[config.mk]
export PLATFORM = sky130hd
export DESIGN_NAME = cicw_bucket
export DESIGN_NICKNAME = d
export VERILOG_FILES = /design/src/cicw_pkg.sv /design/src/cicw_bucket.sv
export SDC_FILE = /design/constraint.sdc
export NUM_CORES = 1
export LEC_CHECK = 0
export BUFFER_PORTS_ARGS = -buffer_cell sky130_fd_sc_hd__buf_4
export CAP_MARGIN = 15
export CORE_ASPECT_RATIO = 1.25
export CORE_MARGIN = 8
export CORE_UTILIZATION = 40
export DETAILED_ROUTE_END_ITERATION = 8
export GPL_ROUTABILITY_DRIVEN = 0
export GPL_TIMING_DRIVEN = 0
export HOLD_SLACK_MARGIN = 0.12
export SYNTH_ARGS = -nofsm -noshare
export SYNTH_HDL_FRONTEND = slang
export SYNTH_SLANG_ARGS = --single-unit
[constraint.sdc]
create_clock -name clk -period 9.19 [get_ports clk]
set_input_delay 0.4595 -clock clk [delete_from_list [all_inputs] [get_ports clk]]
set_output_delay 0.4595 -clock clk [all_outputs]
set_load 0.1 [all_outputs]
[src/cicw_pkg.sv]
// Shared types, constants and helper functions for the word counter.
package cicw_pkg;

	localparam int MaxWord   = 64;
	localparam int Entries   = 256;
	localparam int LenW      = 6;
	localparam int EntW      = 8;
	localparam int TotW      = 9;
	localparam int LetAddrW  = EntW + LenW;
	localparam int LetDepth  = Entries * MaxWord;
	localparam int BktW      = 3;

	localparam logic [1:0] OpChar = 2'd0;
	localparam logic [1:0] OpEnd  = 2'd1;
	localparam logic [1:0] OpRead = 2'd2;

	localparam logic KindWord = 1'b0;
	localparam logic KindRead = 1'b1;

	typedef struct packed {
		logic [LenW-1:0] len;
		logic [31:0]     count;
		logic [BktW-1:0] bucket;
	} meta_t;

	// Result fields, first field in the highest bits
	typedef struct packed {
		logic            entry_valid;
		logic [LenW-1:0] word_length;
		logic [7:0]      stored_char;
		logic [BktW-1:0] bucket;
		logic            table_full;
		logic            newly_added;
		logic [31:0]     word_count;
		logic [EntW-1:0] slot;
	} res_t;

	typedef struct packed {
		logic                meta_re;
		logic [EntW-1:0]     meta_ra;
		logic                meta_we;
		logic [EntW-1:0]     meta_wa;
		meta_t               meta_wd;
		logic                let_re;
		logic [LetAddrW-1:0] let_ra;
		logic                let_we;
		logic [LetAddrW-1:0] let_wa;
		logic [7:0]          let_wd;
	} store_req_t;

	function automatic logic is_letter(input logic [7:0] c);
		return (c >= 8'h41 && c <= 8'h5a) || (c >= 8'h61 && c <= 8'h7a);
	endfunction

	function automatic logic [7:0] to_lower(input logic [7:0] c);
		return (c >= 8'h41 && c <= 8'h5a) ? c + 8'd32 : c;
	endfunction

endpackage

[src/cicw_bucket.sv]
// Bucket of a hash: nibble fold (16 = 1 mod 5) then a small reciprocal reduction.
module cicw_bucket (
	input  logic                      clk,
	input  logic [31:0]               hash,
	output logic [cicw_pkg::BktW-1:0] bucket
);
	import cicw_pkg::*;

	logic [6:0]  sum_s1;
	logic [6:0]  fold;
	logic [13:0] prod;
	logic [5:0]  quot;
	logic [6:0]  rem;
	logic [6:0]  rem_c;

	always_comb begin
		fold = 7'd0;
		for (int k = 0; k < 8; k++) begin
			fold = fold + {3'd0, hash[4*k +: 4]};
		end
	end

	always_ff @(posedge clk) begin
		sum_s1 <= fold;
	end

	// quotient by 51/256 runs at most one low
	always_comb begin
		prod  = {7'd0, sum_s1} * 14'd51;
		quot  = prod[13:8];
		rem   = sum_s1 - {1'b0, quot} * 7'd5;
		rem_c = (rem >= 7'd5) ? rem - 7'd5 : rem;
	end

	always_ff @(posedge clk) begin
		bucket <= rem_c[BktW-1:0];
	end

endmodule

==> impl_metrics.env, run 1 <==
export IMPL_status="complete, no violations"
export IMPL_grt_pass1_wl_um=7780
export IMPL_placed_cell_area_um2=2600
export IMPL_grt_ovfl_total=0
export IMPL_worst_setup_path_start_kind="flip-flop"
export IMPL_grt_pass1_vias=1855
export IMPL_synth_flop_cell="dfxtp_1"
export IMPL_synth_area_leaders="fa_1 (28%), ha_1 (25%), dfxtp_1 (8.9%)"
export IMPL_period_needed_ns=6.04
export IMPL_die_area_um2=8310
export IMPL_ys_seq_area_share_pct=8.87
export IMPL_cpPeakStageDelay_ns=0.52
export IMPL_numPortBuffers=35
export IMPL_cts_buffer_depth=2
export IMPL_syn2layout_area_growth_pct=17.6
export IMPL_multi_input_area_um2=1870
export IMPL_synth_top_cell_by_area="fa_1"
export IMPL_dr_pass1_iters=4
export IMPL_ctsHoldBuffers=0
export IMPL_syn_inst=232
export IMPL_drv_slew=0
export IMPL_synthArstFlopShare_pct=0
export IMPL_postRouteAntennaNets=0
export IMPL_htree_levels=1
export IMPL_clock_skew_ns=0.00227
export IMPL_fp_dieW_um=83.2
export IMPL_netlist_area_leader_share_pct=28.4
export IMPL_syn_cell_area_um2=2260
export IMPL_tns_ns=0
export IMPL_worst_path_max_delay_cell="fa_1"
export IMPL_criticalPathCategory="reg -> reg"
export IMPL_critPathTopFamily="adder cells"
export IMPL_final_cells=335
export IMPL_drc=0
export IMPL_cts_repair_resized=0
export IMPL_cp_max_fo=9
export IMPL_synthDistinctLibCells=42
export IMPL_dp_cells=331
export IMPL_ios=36
export IMPL_start_util_pct=41.4
export IMPL_period_share_pct=65.7
export IMPL_hold_class="in -> reg"
export IMPL_crit_path_end_kind="flip-flop"
export IMPL_core_area_um2=5440
export IMPL_root_buffer="clkbuf_8"
export IMPL_final_hold_viol_count=0
export IMPL_routed_wl_um=4290
export IMPL_cts_clk_slew_worst_paths_ns=0.05
export IMPL_clock_fmax_mhz=166
export IMPL_drive_gt1_share_pct=18.8
export IMPL_final_area_um2=2650
export IMPL_syn_num_nets=342
export IMPL_cts_sinks=10
export IMPL_cp_required_ns=9.32
export IMPL_cp_arrival_ns=6.17
export IMPL_final_seq_area_um2=200
export IMPL_grt_max_degree=10
export IMPL_cts_setup_buffers=0
export IMPL_dr_total_vias=1661
export IMPL_die_y_um=100
export IMPL_routedWlPerCell_um=12.8
export IMPL_synth_edf_count=0
export IMPL_place_hpwl_um=4010
export IMPL_grt_total_usage_pct=11.1
export IMPL_placementRows=30
export IMPL_drt_iter0_markers=37
export IMPL_cts_tree="done"
export IMPL_worstPathCellList="ha_1, fa_1, inv_1, fa_1, inv_1, ha_1, a21oi_2, a2bb2oi_2, nand2_1, o21ai_0, nand2b_1, xor2_1, ha_1, inv_1, fa_1, ha_1, clkbuf_2, nand2_1, o21ai_1, o22ai_1, xnor2_1, xnor2_1, a31oi_4, mux2_4"
export IMPL_synth_seq_cells=10
export IMPL_rsz0062_at_grt="no"
export IMPL_ys_warn_count=0
export IMPL_numCtsBuffers=3
export IMPL_nets=382
export IMPL_nFillCells=533
export IMPL_worst_path_buf_inv=4
export IMPL_avgSynthCellArea_um2=9.72
export IMPL_worst_pin_slew_ns=0.499
export IMPL_n_antenna_cell=0
export IMPL_clk_latency_ns=0.24
export IMPL_slew_headroom_pct=66.4
export IMPL_max_cap_violations=0
export IMPL_critPathMostFrequentCell="ha_1"
export IMPL_setup_viol=0
export IMPL_viasPerCell=4.96
export IMPL_antenna_found_initial=0
## cell usage after synthesis (all sizes together), types with 2 or more instances
cell type  number
nand2b          6
and2            3
inv            49
nand4           6
and4            2
nor3b           2
xor2            4
a211o           2
a21oi           8
dfxtp          10
o21ai           7
o221ai          2
nand2           8
ha             45
xnor2           9
nor2           10
nor2b           5
fa             32
nor3            4
a21o            2
## sequential cells by signal (all words and copies together), names as in the netlist
name    count
bucket      3
sum_s1      7
## path summary, 6_finish.rpt
path | startpoint | end | slack (ns) | cells after the start
max | sum_s1[3]$_DFF_P_ | bucket[1]$_DFF_P_ | 3.15 | 24
min | hash[28] | sum_s1[0]$_DFF_P_ | 0.56 | 3
max reg2reg | sum_s1[3]$_DFF_P_ | bucket[1]$_DFF_P_ | 3.15 | 24
min reg2reg | sum_s1[1]$_DFF_P_ | bucket[0]$_DFF_P_ | 0.78 | 3
## cell usage in the layout, fill, tap and decap left out, types with 2 or more instances in the layout
cell type	count
a211o_1	2
a21o_1	2
a21oi_1	5
a21oi_2	3
and2_1	3
and4_1	2
buf_4	35
clkbuf_8	4
dfxtp_1	10
fa_1	32
ha_1	45
inv_1	48
nand2_1	8
nand2b_1	6
nand4_1	6
nor2_1	10
nor2b_1	5
nor3_1	4
o21ai_0	5
o21ai_1	2
xnor2_1	8
xor2_1	4
## worst min-delay path: cells and delay by family
kind / cells / cell delay (ns)
buf+inv: 1 / 0.08
fa+ha+maj: 2 / 0.22
## metal layers
metal | wire length (um) | GRT usage [%]
met5 | 0 | 0
met4 | 61 | 3.12
met3 | 73 | 1.78
met2 | 2480 | 22.5
met1 | 1670 | 11.0
## per-stage QoR
step | hold slack (ns) | setup slack (ns) | util [%]
after detailed placement | 0.775 | 3.06 | 47.7
after floorplan | 0.690 | 3.76 | -
after CTS | 0.560 | 3.04 | 48.8
after global placement | 0.771 | 3.17 | 47.7
after global routing | 0.573 | 2.71 | 48.8
final | 0.559 | 3.15 | 48.8
## layout make-up
cell class / count / share of cell area [%]
Sequential cell: 10 / 7.54
Multi-Input combinational cell: 172 / 70.3
Buffer: 1 / 0.189
Clock buffer: 4 / 2.07
Tap cell: 64 / 3.02
Timing Repair Buffer: 35 / 9.90
Inverter: 49 / 6.93
## kinds of logic (layout without fill, tap and decap cells)
| kind of cell | after synthesis | in the layout | synth area share, % |
|---|---|---|---|
| multiplexers | 1 | 1 | 0.665 |
| flip-flops | 10 | 10 | 8.87 |
| buffers and inverters | 50 | 89 | 8.37 |
| adder cells (fa/ha/maj) | 77 | 77 | 53.4 |
| AO/OA/AOI/OAI | 32 | 32 | 11.0 |
| AND/OR/NAND/NOR | 49 | 49 | 12.3 |
| XOR/XNOR | 13 | 13 | 5.38 |
Power of run 1 is not shown: default switching activity piles up to over one toggle a cycle in this logic, so the estimate is an artifact.
==> run 2: changes to the inputs <==
--- a/config.mk
+++ b/config.mk
@@ -5,6 +5,7 @@
 export SDC_FILE = /design/constraint.sdc
 export NUM_CORES = 1
 export LEC_CHECK = 0
+export ABC_AREA = 1
 export BUFFER_PORTS_ARGS = -buffer_cell sky130_fd_sc_hd__buf_4
 export CAP_MARGIN = 15
 export CORE_ASPECT_RATIO = 1.25
==> constraint.sdc (replaced) <==
create_clock -name clk -period 5.9 [get_ports clk]
set_input_delay 0.295 -clock clk [delete_from_list [all_inputs] [get_ports clk]]
set_output_delay 0.295 -clock clk [all_outputs]
set_load 0.1 [all_outputs]
==> run 2 against run 1 <==
Net effect:
- worst setup slack worse by 2.7 ns
- sequential share of layout area grew 0.19 points
- routed wire length decreased by 10%
- hold slack lost 0.16 ns
- synthesized cell count increased by 4.3%
- critical path depth up 3
- maximum frequency rose by 11%
- critical path type unchanged
- critical endpoint unchanged
- highest routed layer is now met3
==> impl_metrics.env, run 2 <==
export IMPL_status="complete, no violations"
export IMPL_start_util_pct=40.9
export IMPL_syn_inst=242
export IMPL_drt_iter0_markers=52
export IMPL_synthMuxAreaShare_pct=0
export IMPL_nFillCells=540
export IMPL_period_share_pct=92.6
export IMPL_drv_slew=0
export IMPL_clk_latency_ns=0.24
export IMPL_final_hold_viol_count=0
export IMPL_netlist_area_leader_share_pct=29.4
export IMPL_crit_path_end_kind="flip-flop"
export IMPL_synthDistinctLibCells=27
export IMPL_criticalPathCategory="reg -> reg"
export IMPL_postRouteAntennaNets=0
export IMPL_avgSynthCellArea_um2=9.01
export IMPL_worst_setup_path_start_kind="flip-flop"
export IMPL_max_cap_violations=0
export IMPL_die_area_um2=8080
export IMPL_n_antenna_cell=0
export IMPL_fp_dieW_um=82.0
export IMPL_synth_most_common_cell="inv_1"
export IMPL_synth_edf_count=0
export IMPL_ys_seq_area_share_pct=9.18
export IMPL_period_needed_ns=5.46
export IMPL_synth_area_leaders="fa_1 (29%), ha_1 (26%), inv_1 (11%)"
export IMPL_largest_register_ffs=7
export IMPL_grt_max_degree=7
export IMPL_ctsHoldBuffers=0
export IMPL_grt_total_usage_pct=9.82
export IMPL_rsz0062_at_grt="no"
export IMPL_grt_pass1_vias=1648
export IMPL_antenna_found_initial=0
export IMPL_dr_total_vias=1600
export IMPL_met1_usage_pct=9.45
export IMPL_top_regs="sum_s1 x7, bucket x3"
export IMPL_top_usage_layer="met2"
export IMPL_clock_fmax_mhz=183
export IMPL_cp_max_fo=4
export IMPL_synth_compound_area_share_pct=3.73
export IMPL_synth_flop_cell="dfxtp_1"
export IMPL_cts_buffer_depth=2
export IMPL_hold_class="in -> reg"
export IMPL_viasPerCell=4.64
export IMPL_syn2layout_area_growth_pct=18.8
export IMPL_synth_seq_cells=10
export IMPL_numPortBuffers=35
export IMPL_drc=0
export IMPL_synth_top_family_by_area="adder cells"
export IMPL_syn_cell_area_um2=2180
export IMPL_dr_pass1_iters=4
export IMPL_htree_levels=1
export IMPL_ios=36
export IMPL_setup_viol=0
export IMPL_die_y_um=98.5
export IMPL_layout_commonest_cell="inv_1"
export IMPL_drive_gt1_share_pct=19.9
export IMPL_whs_ns=0.401
export IMPL_grt_util_met3_pct=1.82
export IMPL_synth_xor_area_share_pct=6.03
export IMPL_cts_setup_buffers=0
export IMPL_slew_headroom_pct=81.7
export IMPL_ys_warn_count=0
export IMPL_synth_adder_area_share_pct=55.2
export IMPL_cts_tree="done"
export IMPL_nets=392
export IMPL_placementRows=30
export IMPL_grt_ovfl_total=0
export IMPL_cp_arrival_ns=5.59
export IMPL_synthArstFlopShare_pct=0
export IMPL_worst_pin_slew_ns=0.274
export IMPL_numCtsBuffers=3
export IMPL_cp_required_ns=6.03
export IMPL_cts_clk_slew_worst_paths_ns=0.05
export IMPL_syn_num_nets=352
export IMPL_routedWlPerCell_um=11.2
export IMPL_synth_simple_area_share_pct=14.6
export IMPL_largest_register="sum_s1"
export IMPL_tns_ns=0
export IMPL_place_hpwl_um=3720
export IMPL_grt_pass1_wl_um=6530
export IMPL_routed_wl_um=3860
export IMPL_clock_skew_ns=0.00655
export IMPL_grt_util_met2_pct=20.6
export IMPL_core_area_um2=5330
export IMPL_cts_sinks=10
export IMPL_yosys_top_cells_count="inv_1 (63), ha_1 (45), nand2_1 (37)"
export IMPL_mostFrequentLayoutCells="inv_1 (63), ha_1 (45), nand2_1 (37)"
export IMPL_synth_top_cell_by_area="fa_1"
export IMPL_root_buffer="clkbuf_8"
==> run 2: cell types whose count changed after synthesis, moves of 3 or more <==
| cell | before | now |
|---|---|---|
| inv_1 | 48 | 63 |
| nand2_2 | 0 | 4 |
| nor2_1 | 10 | 3 |
| nor2b_1 | 5 | 0 |
| nand2_1 | 8 | 37 |
| nand3_2 | 0 | 3 |
| nand3_1 | 0 | 5 |
| nand2b_1 | 6 | 0 |
| o21ai_0 | 5 | 1 |
| xnor2_1 | 8 | 4 |
==> run 2: final cells by class <==
cell class | count | area (um^2) | share of cell area (%)
clock buffer | 4 | 55.1 | 2.13
inverter | 65 | 244 | 9.42
multi-input combinational | 167 | 1750 | 67.5
sequential | 10 | 200 | 7.73
tap | 64 | 80.1 | 3.09
timing repair buffer | 35 | 263 | 10.1
==> run 2: logic make-up (layout without fill, tap and decap cells) <==
logic type / after synthesis / after routing
buffers and inverters: 65 / 104
AO/OA/AOI/OAI: 13 / 13
flip-flops: 10 / 10
AND/OR/NAND/NOR: 65 / 65
adder cells (fa/ha/maj): 77 / 77
XOR/XNOR: 12 / 12
==> run 2: repair_timing <==
| item | CTS | global route |
|---|---|---|
| gates resized for setup | 0 | 2 |
| hold endpoints to repair | 0 | 0 |
| endpoints found under the setup margin | 0 | 1 |
==> run 2: worst paths after layout <==
kind	start	endpoint	slack [ns]	cells after the start
worst max-delay path	sum_s1[5]$_DFF_P_	bucket[1]$_DFF_P_	0.44	27
worst min-delay path	hash[28]	sum_s1[0]$_DFF_P_	0.40	3
worst max register to register	sum_s1[5]$_DFF_P_	bucket[1]$_DFF_P_	0.44	27
worst min register to register	sum_s1[0]$_DFF_P_	bucket[0]$_DFF_P_	0.73	3
==> run 2: metal layers <==
metal,routed length [um],vias to the layer above
li1,-,820
met1,1350,765
met2,2400,15
met3,103,0
met4,0,0
met5,0,-
==> run 2: per-stage QoR <==
step,std cells,util [%],setup slack [ns],instance area [um^2]
detailed placement,341,47.3,0.343,2520
global route,345,48.6,0.0582,2590
global placement,341,47.3,0.354,2520
floorplan,242,-,0.888,2180
finish,345,48.6,0.437,2590
CTS,345,48.4,0.341,2580
==> run 2: critical path: stages (launching register included) <==
cell and delay, ns:
dfxtp_1 0.39, inv_1 0.11, ha_1 0.34, fa_1 0.47, fa_1 0.54, inv_1 0.05
ha_1 0.29, nand2_2 0.08, inv_1 0.05, nand2_2 0.08, nand3_2 0.12, nand2_1 0.12
nand2_1 0.11, a31oi_1 0.19, xor2_1 0.28, ha_1 0.29, inv_1 0.07, fa_1 0.42
ha_1 0.33, a21oi_2 0.19, o21bai_1 0.08, nand2_1 0.09, nand3b_1 0.08, nand2_1 0.15
xor2_4 0.22, nand3_2 0.12, nand2_1 0.07, nand2_1 0.05
Power of run 2 is left out for the same reason.
==> run 3: changes to the inputs <==
==> constraint.sdc (replaced) <==
create_clock -name clk -period 4.9 [get_ports clk]
set_input_delay 0.245 -clock clk [delete_from_list [all_inputs] [get_ports clk]]
set_output_delay 0.245 -clock clk [all_outputs]
set_load 0.1 [all_outputs]
==> run 3 against run 2 <==
Net effect:
- largest cell class unchanged
- critical path depth increased by 1
- first-iteration DRC count down 44%
- sequential share of layout area hardly changed
- critical endpoint is now bucket[0]$_DFF_P_
- the flow now finishes with violations (negative setup slack)
- die area unchanged
- core utilization grew 5.4 points
- maximum frequency is 11% higher
- via count rose by 5.4%
==> impl_metrics.env, run 3 (synthesized netlist as in run 2, its figures left out) <==
export IMPL_grt_pass1_vias=1776
export IMPL_rrSetupSlack_ns=-0.03
export IMPL_worst_path_max_delay_cell="fa_1"
export IMPL_drv_slew=0
export IMPL_mostFrequentLayoutCells="inv_1 (57), buf_4 (50), ha_1 (38)"
export IMPL_htree_levels=1
export IMPL_cp_max_fo=4
export IMPL_clk_latency_ns=0.23
export IMPL_die_area_um2=8080
export IMPL_worst_path_buf_inv=3
export IMPL_start_util_pct=40.9
export IMPL_tns_ns=-0.0795
export IMPL_routed_wl_um=4190
export IMPL_crit_path_end_kind="flip-flop"
export IMPL_violations="negative setup slack"
export IMPL_cts_buffer_depth=2
export IMPL_dr_total_vias=1686
export IMPL_finalWorstSetupSlack_ns=-0.0315
export IMPL_slew_headroom_pct=81.1
export IMPL_largest_register="sum_s1"
export IMPL_routedWlPerCell_um=11.6
export IMPL_worst_pin_slew_ns=0.286
export IMPL_cts_tree="done"
export IMPL_root_buffer="clkbuf_8"
export IMPL_postRouteAntennaNets=0
export IMPL_period_needed_ns=4.93
export IMPL_rsz0062_at_grt="yes"
export IMPL_critPathMostFrequentCell="nand2_1"
export IMPL_numPortBuffers=35
export IMPL_grt_max_degree=7
export IMPL_dr_pass1_iters=4
export IMPL_final_hold_viol_count=0
export IMPL_grt_pass1_wl_um=7290
export IMPL_layout_commonest_cell="inv_1"
export IMPL_cts_sinks=10
export IMPL_setup_viol=3
export IMPL_worst_setup_path_start_kind="flip-flop"
export IMPL_die_y_um=98.5
export IMPL_drt_iter0_markers=29
export IMPL_clock_fmax_mhz=203
export IMPL_hold_class="in -> reg"
export IMPL_drc=0
export IMPL_largest_register_ffs=7
export IMPL_clock_skew_ns=0.00462
export IMPL_antenna_found_initial=0
export IMPL_fp_dieW_um=82.0
export IMPL_max_cap_violations=0
export IMPL_critPathTopFamily="adder cells"
export IMPL_n_antenna_cell=0
export IMPL_dp_slack_ns=-0.498
export IMPL_cp_required_ns=5.03
export IMPL_drive_gt1_share_pct=32.1
export IMPL_criticalPathCategory="reg -> reg"
export IMPL_top_regs="sum_s1 x7, bucket x3"
export IMPL_place_hpwl_um=3770
export IMPL_cp_arrival_ns=5.06
export IMPL_syn2layout_area_growth_pct=31.9
export IMPL_ctsHoldBuffers=0
export IMPL_cts_clk_slew_worst_paths_ns=0.05
export IMPL_grt_total_usage_pct=10.9
export IMPL_status="finished, violations left"
export IMPL_core_area_um2=5330
export IMPL_placementRows=30
export IMPL_cpPeakStageDelay_ns=0.51
export IMPL_whs_ns=0.328
export IMPL_numCtsBuffers=3
export IMPL_period_share_pct=101
export IMPL_grt_ovfl_total=0
export IMPL_ios=36
export IMPL_viasPerCell=4.68
export IMPL_nets=407
run 3: cell count changes in the layout (fill, tap and decap cells not counted), sizes merged:
cell	delta
buf	+15
run 3: cell type report:
class                           instances  area (um^2)
Timing Repair Buffer                   50          375
Fill cell                             496         2460
Tap cell                               64         80.1
Inverter                               65          246
Sequential cell                        10          223
Clock buffer                            4         55.1
Multi-Input combinational cell        167         1890
run 3: path summary, 6_finish.rpt:
check,start,to,depth (start not counted)
setup / recovery,sum_s1[2]$_DFF_P_,bucket[0]$_DFF_P_,28
hold / removal,hash[28],sum_s1[0]$_DFF_P_,3
setup reg to reg,sum_s1[2]$_DFF_P_,bucket[0]$_DFF_P_,28
hold reg to reg,sum_s1[0]$_DFF_P_,bucket[0]$_DFF_P_,3
run 3: repair_timing:
item,in CTS,in global routing
buffers inserted,10,5
setup endpoints to repair,3,3
resized for setup,22,10
pin swaps,26,13
run 3: metrics by stage:
step                      instances  area [um^2]  util (%)
after global placement          341         2570      48.3
final                           360         2870      53.9
after floorplan                 242         2230         -
after CTS                       355         2800      52.5
after global routing            360         2870      53.9
after detailed placement        341         2570      48.3
run 3: per-layer routing:
layer | part of all wire, % | up-vias | GRT usage, %
met5 | 0 | - | 0
met4 | 1.4 | 0 | 1.90
met3 | 2.6 | 7 | 1.64
met2 | 60 | 23 | 21.6
met1 | 36 | 804 | 11.4
li1 | - | 852 | -
run 3: tightest hold or removal path: stages:
cell,delay (ns)
buf_4,0.08
ha_1,0.11
ha_1,0.11
Power of run 3 is left out for the same reason.
